`src/rtl/core/ppo_pkg.sv`:
```
// Package: payload types, configuration record and mode codes of the pixel point operation.
`timescale 1ns / 1ps

package ppo_pkg;

    localparam logic [1:0] MODE_ADD       = 2'd0;
    localparam logic [1:0] MODE_MUL       = 2'd1;
    localparam logic [1:0] MODE_THRESHOLD = 2'd2;
    localparam logic [1:0] MODE_PASS      = 2'd3;

    localparam logic [2:0] REG_MODE   = 3'd0;
    localparam logic [2:0] REG_OFFSET = 3'd1;
    localparam logic [2:0] REG_GAIN   = 3'd2;
    localparam logic [2:0] REG_LOW    = 3'd3;
    localparam logic [2:0] REG_HIGH   = 3'd4;
    localparam logic [2:0] REG_KEEP   = 3'd5;
    localparam logic [2:0] REG_INVERT = 3'd6;

    localparam int unsigned ADDR_W = 5;

    localparam logic [7:0] BYTE_MAX = 8'd255;

    typedef struct packed {
        logic [7:0] red_in;
        logic [7:0] green_in;
        logic [7:0] blue_in;
        logic       last_in;
    } t_pix_in;

    typedef struct packed {
        logic [7:0] red_out;
        logic [7:0] green_out;
        logic [7:0] blue_out;
        logic       last_out;
    } t_pix_out;

    typedef struct packed {
        logic [1:0]         operation_mode;
        logic signed [8:0]  add_offset;
        logic signed [15:0] gain_q8_8;
        logic signed [9:0]  low_level;
        logic signed [9:0]  high_level;
        logic               keep_value;
        logic               invert_output;
    } t_cfg;

endpackage

```
`src/rtl/core/ppo_cfg.sv`:
```
// Configuration register file with APB-style access.
`timescale 1ns / 1ps

module ppo_cfg
    import ppo_pkg::*;
(
    input  logic                i_clk,
    input  logic                i_rst_n,
    input  logic                psel,
    input  logic                penable,
    input  logic                pwrite,
    input  logic [ADDR_W-1:0]   paddr,
    input  logic [31:0]         pwdata,
    output logic [31:0]         prdata,
    output logic                pready,
    output t_cfg                o_cfg
);

    t_cfg       r_cfg;
    logic       n_wr;
    logic [2:0] n_idx;

    assign pready = 1'b1;
    assign n_wr   = psel & penable & pwrite;
    assign n_idx  = paddr[ADDR_W-1:2];

    always_ff @(posedge i_clk) begin
        if (!i_rst_n) begin
            r_cfg.operation_mode <= MODE_ADD;
            r_cfg.add_offset     <= 9'sd0;
            r_cfg.gain_q8_8      <= 16'sd256;
            r_cfg.low_level      <= 10'sd0;
            r_cfg.high_level     <= 10'sd255;
            r_cfg.keep_value     <= 1'b0;
            r_cfg.invert_output  <= 1'b0;
        end else if (n_wr) begin
            case (n_idx)
                REG_MODE:   r_cfg.operation_mode <= pwdata[1:0];
                REG_OFFSET: r_cfg.add_offset     <= $signed(pwdata[8:0]);
                REG_GAIN:   r_cfg.gain_q8_8      <= $signed(pwdata[15:0]);
                REG_LOW:    r_cfg.low_level      <= $signed(pwdata[9:0]);
                REG_HIGH:   r_cfg.high_level     <= $signed(pwdata[9:0]);
                REG_KEEP:   r_cfg.keep_value     <= pwdata[0];
                REG_INVERT: r_cfg.invert_output  <= pwdata[0];
                default: ;
            endcase
        end
    end

    always_comb begin
        case (n_idx)
            REG_MODE:   prdata = {30'd0, r_cfg.operation_mode};
            REG_OFFSET: prdata = {23'd0, r_cfg.add_offset};
            REG_GAIN:   prdata = {16'd0, r_cfg.gain_q8_8};
            REG_LOW:    prdata = {22'd0, r_cfg.low_level};
            REG_HIGH:   prdata = {22'd0, r_cfg.high_level};
            REG_KEEP:   prdata = {31'd0, r_cfg.keep_value};
            REG_INVERT: prdata = {31'd0, r_cfg.invert_output};
            default:    prdata = 32'd0;
        endcase
    end

    assign o_cfg = r_cfg;

endmodule

```
`src/rtl/core/ppo_chan.sv`:
```
// Three-stage datapath for one 8-bit colour channel.
`timescale 1ns / 1ps

module ppo_chan
    import ppo_pkg::*;
(
    input  logic       i_clk,
    input  t_cfg       i_cfg,
    input  logic [7:0] i_x,
    output logic [7:0] o_y
);

    // stage 1: sum, product and window compares
    logic signed [10:0] r_sum;
    logic signed [24:0] r_prod;
    logic               r_gt_low;
    logic               r_lt_high;
    logic [7:0]         r_x1;

    logic signed [9:0]  n_xs;
    logic signed [10:0] n_sum;
    logic signed [24:0] n_prod;

    assign n_xs   = $signed({2'b00, i_x});
    assign n_sum  = $signed({3'b000, i_x}) + {{2{i_cfg.add_offset[8]}}, i_cfg.add_offset};
    assign n_prod = {{9{i_cfg.gain_q8_8[15]}}, i_cfg.gain_q8_8} * $signed({17'd0, i_x});

    always_ff @(posedge i_clk) begin
        r_sum     <= n_sum;
        r_prod    <= n_prod;
        r_gt_low  <= n_xs > i_cfg.low_level;
        r_lt_high <= n_xs < i_cfg.high_level;
        r_x1      <= i_x;
    end

    // stage 2: clamp and select
    logic [7:0] r_res;
    logic [7:0] n_res;
    logic       n_in;

    always_comb begin
        n_in  = 1'b0;
        n_res = r_x1;
        case (i_cfg.operation_mode)
            MODE_ADD: begin
                if (r_sum[10]) begin
                    n_res = 8'd0;
                end else if (r_sum[9:8] != 2'b00) begin
                    n_res = BYTE_MAX;
                end else begin
                    n_res = r_sum[7:0];
                end
            end
            MODE_MUL: begin
                if (r_prod[24]) begin
                    n_res = 8'd0;
                end else if (r_prod[23:16] != 8'd0) begin
                    n_res = BYTE_MAX;
                end else begin
                    n_res = r_prod[15:8];
                end
            end
            MODE_THRESHOLD: begin
                if (!i_cfg.keep_value && (i_cfg.low_level > i_cfg.high_level)) begin
                    n_in = r_gt_low | r_lt_high;
                end else begin
                    n_in = r_gt_low & r_lt_high;
                end
                if (i_cfg.keep_value) begin
                    n_res = n_in ? r_x1 : 8'd0;
                end else begin
                    n_res = n_in ? BYTE_MAX : 8'd0;
                end
            end
            default: n_res = r_x1;
        endcase
    end

    always_ff @(posedge i_clk) begin
        r_res <= n_res;
    end

    // stage 3: optional invert
    logic [7:0] r_y;

    always_ff @(posedge i_clk) begin
        if (i_cfg.invert_output && (i_cfg.operation_mode != MODE_PASS)) begin
            r_y <= BYTE_MAX - r_res;
        end else begin
            r_y <= r_res;
        end
    end

    assign o_y = r_y;

endmodule

```
`src/rtl/core/pixel_point_operation_core.sv`:
```
// Top level: pixel point operation core with register port and pixel pipeline.
// Usage:
//   Pixel input: drive i_pixel and raise start; a beat is taken at every edge
//   with start high and busy low. busy stays low, so one pixel per clock.
//   Result: o_pixel is shown for one cycle with o_valid high, once the pixel
//   has passed the three register stages of each channel datapath (stage 1
//   sum/product/compare, stage 2 clamp and select, stage 3 invert).
//   Throughput is one pixel per cycle.
//   The receiver cannot stall: it must take every beat as it appears.
//   Registers: APB-style port, register i at byte address 4*i, pready always
//   high, writes land at the access cycle. Write them only with the pipe empty.
//   Reset (i_rst_n low, synchronous): all valid bits clear, registers return
//   to mode add, offset 0, gain 1.0, window 0..255, binary, no invert.
`timescale 1ns / 1ps

module pixel_point_operation_core
    import ppo_pkg::*;
(
    input  logic              i_clk,
    input  logic              i_rst_n,
    input  logic              start,
    output logic              busy,
    input  t_pix_in           i_pixel,
    output logic              o_valid,
    output t_pix_out          o_pixel,
    input  logic              psel,
    input  logic              penable,
    input  logic              pwrite,
    input  logic [ADDR_W-1:0] paddr,
    input  logic [31:0]       pwdata,
    output logic [31:0]       prdata,
    output logic              pready
);

    t_cfg       cfg;
    logic [2:0] r_valid;
    logic [2:0] r_last;
    logic       n_accept;
    logic [7:0] red_y;
    logic [7:0] green_y;
    logic [7:0] blue_y;

    assign busy     = 1'b0;
    assign n_accept = start & ~busy;

    ppo_cfg u_cfg (
        .i_clk   (i_clk),
        .i_rst_n (i_rst_n),
        .psel    (psel),
        .penable (penable),
        .pwrite  (pwrite),
        .paddr   (paddr),
        .pwdata  (pwdata),
        .prdata  (prdata),
        .pready  (pready),
        .o_cfg   (cfg)
    );

    ppo_chan u_red (
        .i_clk (i_clk),
        .i_cfg (cfg),
        .i_x   (i_pixel.red_in),
        .o_y   (red_y)
    );

    ppo_chan u_green (
        .i_clk (i_clk),
        .i_cfg (cfg),
        .i_x   (i_pixel.green_in),
        .o_y   (green_y)
    );

    ppo_chan u_blue (
        .i_clk (i_clk),
        .i_cfg (cfg),
        .i_x   (i_pixel.blue_in),
        .o_y   (blue_y)
    );

    always_ff @(posedge i_clk) begin
        if (!i_rst_n) begin
            r_valid <= 3'b000;
        end else begin
            r_valid <= {r_valid[1:0], n_accept};
        end
    end

    always_ff @(posedge i_clk) begin
        r_last <= {r_last[1:0], i_pixel.last_in};
    end

    assign o_valid = r_valid[2];
    assign o_pixel = {red_y, green_y, blue_y, r_last[2]};

endmodule

```
`config.mk`:
```
export PLATFORM = sky130hd
export DESIGN_NAME = pixel_point_operation_core
export DESIGN_NICKNAME = d
export VERILOG_FILES = /design/src/rtl/core/ppo_pkg.sv /design/src/rtl/core/ppo_cfg.sv /design/src/rtl/core/ppo_chan.sv /design/src/rtl/core/pixel_point_operation_core.sv
export SDC_FILE = /design/constraint.sdc
export NUM_CORES = 1
export LEC_CHECK = 0
export BUFFER_PORTS_ARGS = -buffer_cell sky130_fd_sc_hd__buf_2
export CELL_PAD_IN_SITES_DETAIL_PLACEMENT = 1
export CELL_PAD_IN_SITES_GLOBAL_PLACEMENT = 1
export CORE_MARGIN = 5
export CORE_UTILIZATION = 49
export DETAILED_ROUTE_END_ITERATION = 12
export GPL_ROUTABILITY_DRIVEN = 0
export PLACE_DENSITY = 0.87
export SYNTH_ARGS = -nofsm -noshare
export SYNTH_HDL_FRONTEND = slang
export SYNTH_SLANG_ARGS = --single-unit
```
`constraint.sdc`:
```
create_clock -name i_clk -period 7.25 [get_ports i_clk]
set_input_delay 1.0875 -clock i_clk [delete_from_list [all_inputs] [get_ports i_clk]]
set_output_delay 1.0875 -clock i_clk [all_outputs]
set_load 0.01 [all_outputs]
```
Yosys cells after proc, flatten, opt, wreduce, memory -nomap -nowiden
Cells that the tools add are included.
W data, S select, Z words.
{"block": "classes", "n_reduce_logical": 18, "mux": 34, "add_sub_neg": 6, "order_cmp": 7, "eq_ne": 9, "n_bitwise": 8, "n_mul": 3}
{"cell": "$mux W8", "count": 24}
{"cell": "$pmux W16 S7", "count": 1}
{"cell": "$mul A16 B9 Y25", "count": 3}
{"cell": "$pmux W8 S3", "count": 3}
{"cell": "$add A9 B9 Y10", "count": 3}
{"cell": "$gt A9 B10 Y1", "count": 3}
{"cell": "$lt A9 B10 Y1", "count": 3}
{"cell": "$reduce_bool A8 Y1", "count": 3}
{"cell": "$sub A8 B8 Y8 const A", "count": 3}
{"cell": "$reduce_and A2 Y1", "count": 7}
{"cell": "$gt A10 B10 Y1", "count": 1}
{"cell": "$eq A3 B3 Y1 const B", "count": 3}
{"cell": "$eq A3 B2 Y1 const B", "count": 2}
{"cell": "$mux W1", "count": 6}
{"cell": "$reduce_bool A2 Y1", "count": 3}
{"cell": "$and A1 B1 Y1", "count": 5}
{"cell": "$eq A3 B1 Y1 const B", "count": 1}
{"cell": "$logic_not A3 Y1", "count": 1}
{"cell": "$or A1 B1 Y1", "count": 3}
{"cell": "$eq A2 B1 Y1 const B", "count": 1}
{"cell": "$eq A2 B2 Y1 const B", "count": 1}
{"cell": "$logic_and A1 B1 Y1", "count": 2}
{"cell": "$logic_not A2 Y1", "count": 1}
{"cell": "$ne A2 B2 Y1 const B", "count": 1}
{"cell": "$logic_not A1 Y1", "count": 1}
{"block": "word_totals", "register_bits": 241, "in_bits": 68, "elab_cells": 115}

Logic depth before layout (Yosys ltp)
Gate-level depths: netlist of run 1.
{"block": "depth", "ltp_word": 7, "depth_mapped": 21}

Cells and area by module
A second synthesis of run 1 with hierarchy kept.
{"block": "hier_totals", "cells_unflattened": 2636, "area_unflattened_um2": 23596.4}
{"mod": "ppo_chan (u_green)", "seq_area_each_um2": 1061.0, "cells_per_inst": 799, "n_inst": 1, "area_each_um2": 7086.8}
{"mod": "ppo_chan (u_red)", "seq_area_each_um2": 1061.0, "cells_per_inst": 792, "n_inst": 1, "area_each_um2": 7045.5}
{"mod": "ppo_chan (u_blue)", "seq_area_each_um2": 1061.0, "cells_per_inst": 763, "n_inst": 1, "area_each_um2": 6815.3}
{"mod": "ppo_cfg", "seq_area_each_um2": 980.9, "cells_per_inst": 270, "n_inst": 1, "area_each_um2": 2491.1}
{"mod": "pixel_point_operation_core", "seq_area_each_um2": 120.1, "cells_per_inst": 12, "n_inst": 1, "area_each_um2": 157.7}

Worst setup path before layout of run 1
OpenSTA, ideal clock, no wires.
{"block": "synth_path", "path_kind": "input -> register", "startpoint": "input port i_pixel[1] (netlist bit)", "endpoint": "register u_blue.r_prod[22]", "cell_stages": 20, "slack_ns": 1.253, "t_arrival_ns": 5.917, "path_cell_list": "clkbuf_1 -> clkbuf_1 -> nand2_1 -> fa_1 -> inv_1 -> fa_1 -> inv_1 -> fa_1 -> fa_1 -> inv_1 -> ha_1 -> a211o_1 -> a311o_1 -> a31oi_4 -> a21oi_2 -> a211o_1 -> or2_1 -> buf_2 -> nor2b_1 -> a211oi_2"}
{"block": "synth_via", "elab_chain_len": 1}
{"element": "start, declared", "line": "pixel_point_operation_core.sv:23", "text": "input t_pix_in i_pixel,"}
{"element": "$mul A16 B9 Y25", "line": "ppo_chan.sv:26", "text": "assign n_prod = {{9{i_cfg.gain_q8_8[15]}}, i_cfg.gain_q8_8} * $signed({17'd0, i_x});"}
{"element": "via u_blue.n_prod[22]", "line": "ppo_chan.sv:22", "text": "logic signed [24:0] n_prod;"}
{"element": "end signal, assigned", "line": "ppo_chan.sv:30", "text": "r_prod <= n_prod;"}
{"element": "end, declared", "line": "ppo_chan.sv:15", "text": "logic signed [24:0] r_prod;"}
The timed path passes the listed nets, and every way through them passes these cells.
A chain may end at the register's enable or synchronous reset.

Final worst setup path of run 1
{"block": "layout_path", "startpoint": "input port i_pixel[2] (netlist bit)", "endpoint": "register u_blue.r_prod[24]"}
Same word-level chain as after synthesis.

==> results of run 1 <==
## final cells by class
class	instances	area (µm²)
multi-input combinational	1696	15700
inverter	460	1730
tap	600	751
clock inverter	12	148
timing repair buffer	114	628
fill	5314	21100
sequential	214	4280
clock buffer	34	752
## stage by stage
stage	cell area (µm²)	total power, µW
floorplan	22200	1570
global placement	23100	1700
detailed placement	23100	1730
CTS	24000	3110
global route	24000	3210
finish	24000	3100
## power breakdown
part,internal (µW),switching (µW),leakage (µW)
registers,1240,32.4,0.00177
clock network,834,542,0.000442
logic,157,291,0.0100
## critical path: stages
cell and delay, ps:
buf_2 460, nand2_1 150, fa_1 540, inv_1 60, fa_1 500, inv_1 60
fa_1 500, fa_1 500, inv_1 50, ha_1 310, a211o_1 280, a311o_1 390
a31oi_4 260, a21oi_2 140, o41ai_2 460, o31ai_1 230, a21oi_1 230, xnor2_1 140
## logic make-up (layout without fill, tap and decap cells)
| group | count (synthesis) | in the layout | synth area share |
|---|---|---|---|
| AO/OA/AOI/OAI | 307 | 307 | 0.0909 |
| XOR/XNOR | 101 | 101 | 0.0399 |
| adder cells (fa/ha/maj) | 523 | 523 | 0.399 |
| buffers and inverters | 585 | 620 | 0.102 |
| flip-flops | 214 | 214 | 0.193 |
| multiplexers | 33 | 33 | 0.0155 |
| other | 2 | 18 | 0.000339 |
| AND/OR/NAND/NOR | 714 | 714 | 0.159 |
## cells in the final DEF, fill, tap and decap left out, types with 26 or more instances in the layout
master       n
a21o_1      26
a21oi_1     85
a31oi_1     29
and2_1     215
buf_2       91
clkbuf_16   27
dfxtp_1    214
fa_1       306
ha_1       217
inv_1      460
mux2i_1     31
nand2_1    272
nor2_1      97
nor2b_1     42
o21ai_0     39
xnor2_1     58
xor2_1      43
## path summary, 6_finish.rpt
| path | endpoint | depth (start not counted) |
|---|---|---|
| setup / recovery | u_blue.r_prod[24] | 18 |
| hold / removal | r_last[1] | 0 |
| setup reg to reg | u_blue.r_prod[24] | 17 |
| hold reg to reg | r_last[1] | 0 |
## routing by layer
layer  vias to the layer above  routed length [µm]  share of wire
li1                       7710                   -              -
met1                      8901               25300           0.39
met2                       590               33300           0.51
met3                       185                4060          0.062
met4                         0                2710          0.041
met5                         -                   0              0
## flip-flops by register name (all words and copies together), names as in the netlist, 3 cells and up
signal and cells:
u_cfg.o_cfg 49, u_blue.r_prod 17, u_green.r_prod 17, u_red.r_prod 17
u_blue.r_sum 10, u_green.r_sum 10, u_red.r_sum 10, u_blue.o_y 8
u_blue.r_res 8, u_blue.r_x1 8, u_green.o_y 8, u_green.r_res 8
u_green.r_x1 8, u_red.o_y 8, u_red.r_res 8, u_red.r_x1 8
r_last 3, r_valid 3
## synthesized netlist by cell type, drive strengths merged (9+ instances only)
cell / n
a22oi: 9
a21boi: 22
a21o: 26
o21a: 20
xor2: 43
a31oi: 30
nand4: 12
inv: 460
nor2b: 42
nand2b: 18
o21ai: 45
o22a: 24
ha: 217
mux2i: 31
nand2: 272
buf: 28
dfxtp: 214
xnor2: 58
and2: 216
nand3: 11
fa: 306
clkbuf: 97
nor3: 21
nor2: 97
a21oi: 87
==> metrics, run 1 <==
yosys warns=0; fmax=170 MHz; row cnt=78; Final TNS setup=0 ps; Die Area=a little under 0.05 mm²; Post-synth EDFFs=0; Hold Crit Start=r_last[0]; Critical R2R Launch=u_cfg.o_cfg[30]; ys async rst share=0; Post-CTS Setup Bufs=0; setup violators final=0; nets=between 3k and 4k; post-synthesis cell count=approximately 2.5k; max_cap viols=0; Setup crit start kind=input port; Worst Setup Path Type=input port to flop; initial drt markers=approximately 1.0k; vias in the first global route=approximately 20k; WP data arrival=between 6000 and 7000 ps; clk_lat worst skew=550 ps; dpl cells=3,084; met1 Use GR=0.309; DRT Pass-1 Iters=5; DR vias=approximately 17k; setup slack after layout=approximately 1400 ps; Max Transition Viols Final=0; clk_skew=roughly 8.5 ps; critical path launch point=i_pixel[2]; Placement Setup Slack=~920 ps; Data required, critical path=between 7000 and 8000 ps; WL per Instance=between 20 and 25 µm; IO Port Bufs=around 90; Leak Pwr=0.0123 µW; clk sinks=between 200 and 250; Yosys top cell by area=fa_1; routed vias/inst=between 5 and 6; unrepaired setup endpoints after global routing=false; Yosys reg bits=~210; M3 GR Usage=0.0395; total CTS buffers=26; status=finished clean; Setup crit end kind=flop; synthesis-to-finish area growth=8.14%; TritonCTS clock tree=yes; DRC=0; die width=about 220 µm; Pwr Density=129 mW/mm²; grt met2 use=0.480; WL final=about 65 mm; Netlist cell types=56; Vert. Die Dim=~220 µm; slack of the worst reg-to-reg path=between 1000 and 1500 ps; post-CTS sizing=0; Initial Util=0.492; Final period util=0.811; maximum VDD drop=0.000164 V; root buf cell=clkbuf_16; share of the synthesized area in the top cell type=0.276; Max-slew headroom=0.260; gr usage total=0.262; Mapped Area=0.0222 mm²; CTS Buffer Depth=3; Layout Cells excl Fill=3,130; Post-DP HPWL=between 40 and 50 mm; layout cell share with drive strength beyond 1=0.0664; count of final hold-check violations=0; Hold/Removal Path Class=flop to flop; fin crit period=5880 ps; # IOs=around 130; Most Crowded Layer GR=met2; Crit Path Max Fanout=21; Post-synth top flop=dfxtp_1; CTS Hold Buffers Added=0; largest net degree at the start of global routing=53; Worst-Margin Slew=about 1100 ps; Clock Pin Slew Worst Setup and Hold Paths=60 ps; H-tree lvl count=1; first-pass GRT wire length=105 mm; top cells by area, synth=fa_1 (28%), dfxtp_1 (19%), ha_1 (12%); antenna viol nets, final=0; Overflow after GRT=0; # diodes=0; hold_ws=323 ps; sequential-to-total area share from yosys stat=0.193; Syn Area/Cell=approximately 8.9 µm²; antenna violations before repair=2; core footprint=between 0.04 and 0.05 mm²; final core utilization=0.532
Note: power is estimated with default switching activity, not from simulation.
==> inputs of run 2 (changes only) <==
--- a/config.mk
+++ b/config.mk
@@ -9,10 +9,10 @@
 export CELL_PAD_IN_SITES_DETAIL_PLACEMENT = 1
 export CELL_PAD_IN_SITES_GLOBAL_PLACEMENT = 1
 export CORE_MARGIN = 5
-export CORE_UTILIZATION = 49
+export CORE_UTILIZATION = 44
 export DETAILED_ROUTE_END_ITERATION = 12
 export GPL_ROUTABILITY_DRIVEN = 0
-export PLACE_DENSITY = 0.87
+export PLACE_DENSITY = 0.83
 export SYNTH_ARGS = -nofsm -noshare
 export SYNTH_HDL_FRONTEND = slang
 export SYNTH_SLANG_ARGS = --single-unit
==> constraint.sdc (replaced) <==
create_clock -name i_clk -period 4.7 [get_ports i_clk]
set_input_delay 0.705 -clock i_clk [delete_from_list [all_inputs] [get_ports i_clk]]
set_output_delay 0.705 -clock i_clk [all_outputs]
set_load 0.01 [all_outputs]
==> run 2 against run 1 <==
The run now ends with negative setup slack left. Power rose by 59%. Design area up 10%. Critical endpoint is now u_blue.r_prod[20]. Wire length up 20%. Via count grew 8.3%. Clock skew increased by 8.4 ps. First-iteration DRC count up 23%. Non-clock buffer count rose by 206. Critical path depth shrank 1. Sequential cell count is the same.
==> metrics, run 2 (synthesis results as in run 1) <==
status=finished with violations; failing checks=negative setup slack; Crit Path Max Fanout=5; maximum VDD drop=around 0.00025 V; die width=234 µm; layout cell share with drive strength beyond 1=0.176; Data required, critical path=5170 ps; R2R cell count=17; Max Transition Viols Final=0; Worst-Margin Slew=about 1200 ps; max reg flops=between 40 and 50; net load switching power=between 1000 and 1500 µW; unrepaired setup endpoints after global routing=true; Initial Util=0.444; final core utilization=0.529; TritonCTS clock tree=yes; reg2reg end=u_blue.r_prod[20]; Comb power frac=0.174; critical path launch point=u_cfg.o_cfg[26]; antenna violations before repair=7; routed vias/inst=between 5 and 6; cell breakdown of the critical path=buf_4 -> and2_1 -> fa_1 -> ha_1 -> inv_1 -> fa_1 -> fa_1 -> inv_2 -> ha_4 -> a211o_1 -> a311o_1 -> a31oi_4 -> a21oi_4 -> a211o_1 -> or2_4 -> a21oi_2 -> xnor2_1; clk sinks=around 210; Hold/Removal Path Class=input port to flop; Placement Setup Slack=-697 ps; fmax=around 200 MHz; met1 Use GR=0.293; Leak Pwr=0.0135 µW; setup violators final=23; Setup crit start kind=flop; Critical R2R Launch=u_cfg.o_cfg[26]; antenna viol nets, final=0; Vert. Die Dim=234 µm; most frequent cells in the layout=inv_1 (448), fa_1 (301), nand2_1 (255); Max-slew headroom=0.222; CTS Buffer Depth=3; root buf cell=clkbuf_16; Setup crit end kind=flop; DRC=0; CP max stage cell=fa_1; row cnt=82; first-pass GRT wire length=between 100 and 150 mm; Worst Setup EP=u_blue.r_prod[20]; core footprint=roughly 0.05 mm²; Final period util=1.06; most common cell after layout, fill and taps aside=inv_1; count of final hold-check violations=0; WL final=78.2 mm; Post-DP HPWL=about 54 mm; DRT Pass-1 Iters=5; WL per Instance=roughly 23 µm; fin crit period=between 4000 and 5000 ps; largest net degree at the start of global routing=53; gr usage total=0.255; setup slack after layout=-293 ps; Overflow after GRT=0; DR vias=18.8k; synthesis-to-finish area growth=19.3%; Worst Setup Path Type=flop to flop; initial drt markers=around 1.3k; grt met2 use=0.473; clk_lat worst skew=between 500 and 600 ps; clk_skew=about 17 ps; total CTS buffers=25; H-tree lvl count=1; switching portion of total power=0.289; most used cell, CP=fa_1; slack of the worst reg-to-reg path=-290 ps; M3 GR Usage=0.0355; sequential power share=0.398; IO Port Bufs=91; CP max stage delay=560 ps; Clock Power Share=0.429; # IOs=around 130; CTS Hold Buffers Added=0; Pwr Density=187 mW/mm²; Die Area=0.0550 mm²; vias in the first global route=roughly 21k; Most Crowded Layer GR=met2; max_cap viols=0; Clock Pin Slew Worst Setup and Hold Paths=70 ps; nets=roughly 3.3k; WP data arrival=5460 ps; Internal=3510 µW
==> run 2: cell count changes in the layout (fill, tap and decap cells not counted), moves of 10 or more <==
cell     change
dfxtp_1     -11
inv_1       -12
a21oi_1     -16
a21oi_2     +14
ha_1        -12
nand2_1     -17
nand2_2     +12
buf_12      +19
o21ai_0     -10
ha_4        +11
inv_2       +12
buf_4      +177
==> run 2: timing repair <==
action | 4_1_cts | 5_1_grt
endpoints found under the setup margin | 28 | 33
setup buffers | 8 | 24
gates resized for setup | 36 | 81
pin swaps | 20 | 58
cloned | 0 | 2
==> run 2: worst min-delay path by stage <==
stage                    start   endpoint  slack [ps]  depth (start not counted)
global placement     r_last[0]  r_last[1]         310                          0
CTS                 i_pixel[0]  r_last[0]         250                          1
floorplan            r_last[0]  r_last[1]         310                          0
finish              i_pixel[0]  r_last[0]         270                          1
global route        i_pixel[0]  r_last[0]         260                          1
detailed placement   r_last[1]  r_last[2]         320                          0
==> run 2: metal layers <==
metal | wire, µm | share of wire
met3 | 5320 | 0.068
met5 | 13 | 0.00017
met1 | 28200 | 0.36
met2 | 39500 | 0.50
met4 | 5200 | 0.066
==> run 2: critical path: cells and delay by family (launching register included) <==
family                   cells  cell delay [ps]
adder cells (fa/ha/maj)      5             2170
AO/OA/AOI/OAI                6             1480
AND/OR/NAND/NOR              2              440
flip-flops                   1              370
buffers and inverters        3              290
XOR/XNOR                     1              140
==> run 2: layout make-up <==
type	count	area (µm²)
fill	5702	23500
multi-input combinational	1696	16200
sequential	214	4310
timing repair buffer	320	2480
inverter	460	1730
tap	672	841
clock buffer	31	688
clock inverter	13	184
antenna	5	12.5
==> run 2: power by group through the flow <==
stage / Combinational (µW) / Clock, µW / Sequential [µW]
after floorplan: 444 / 0 / 1990
after global placement: 717 / 0 / 2000
after detailed placement: 769 / 0 / 2000
after CTS: 792 / 2130 / 1960
after global routing: 917 / 2200 / 1970
final: 858 / 2120 / 1960
==> run 2: through the flow <==
stage	area [µm²]	hold slack [ps]	std cells	power [µW]	TNS [ps]
2_1_floorplan	22500	310	2495	2440	-3090
3_3_place_gp	24800	314	3328	2710	-8000
3_5_place_dp	24800	319	3328	2770	-14710
4_1_cts	25900	249	3380	4890	-378
5_1_grt	26400	261	3408	5090	-5800
6_report	26400	267	3411	4940	-3230
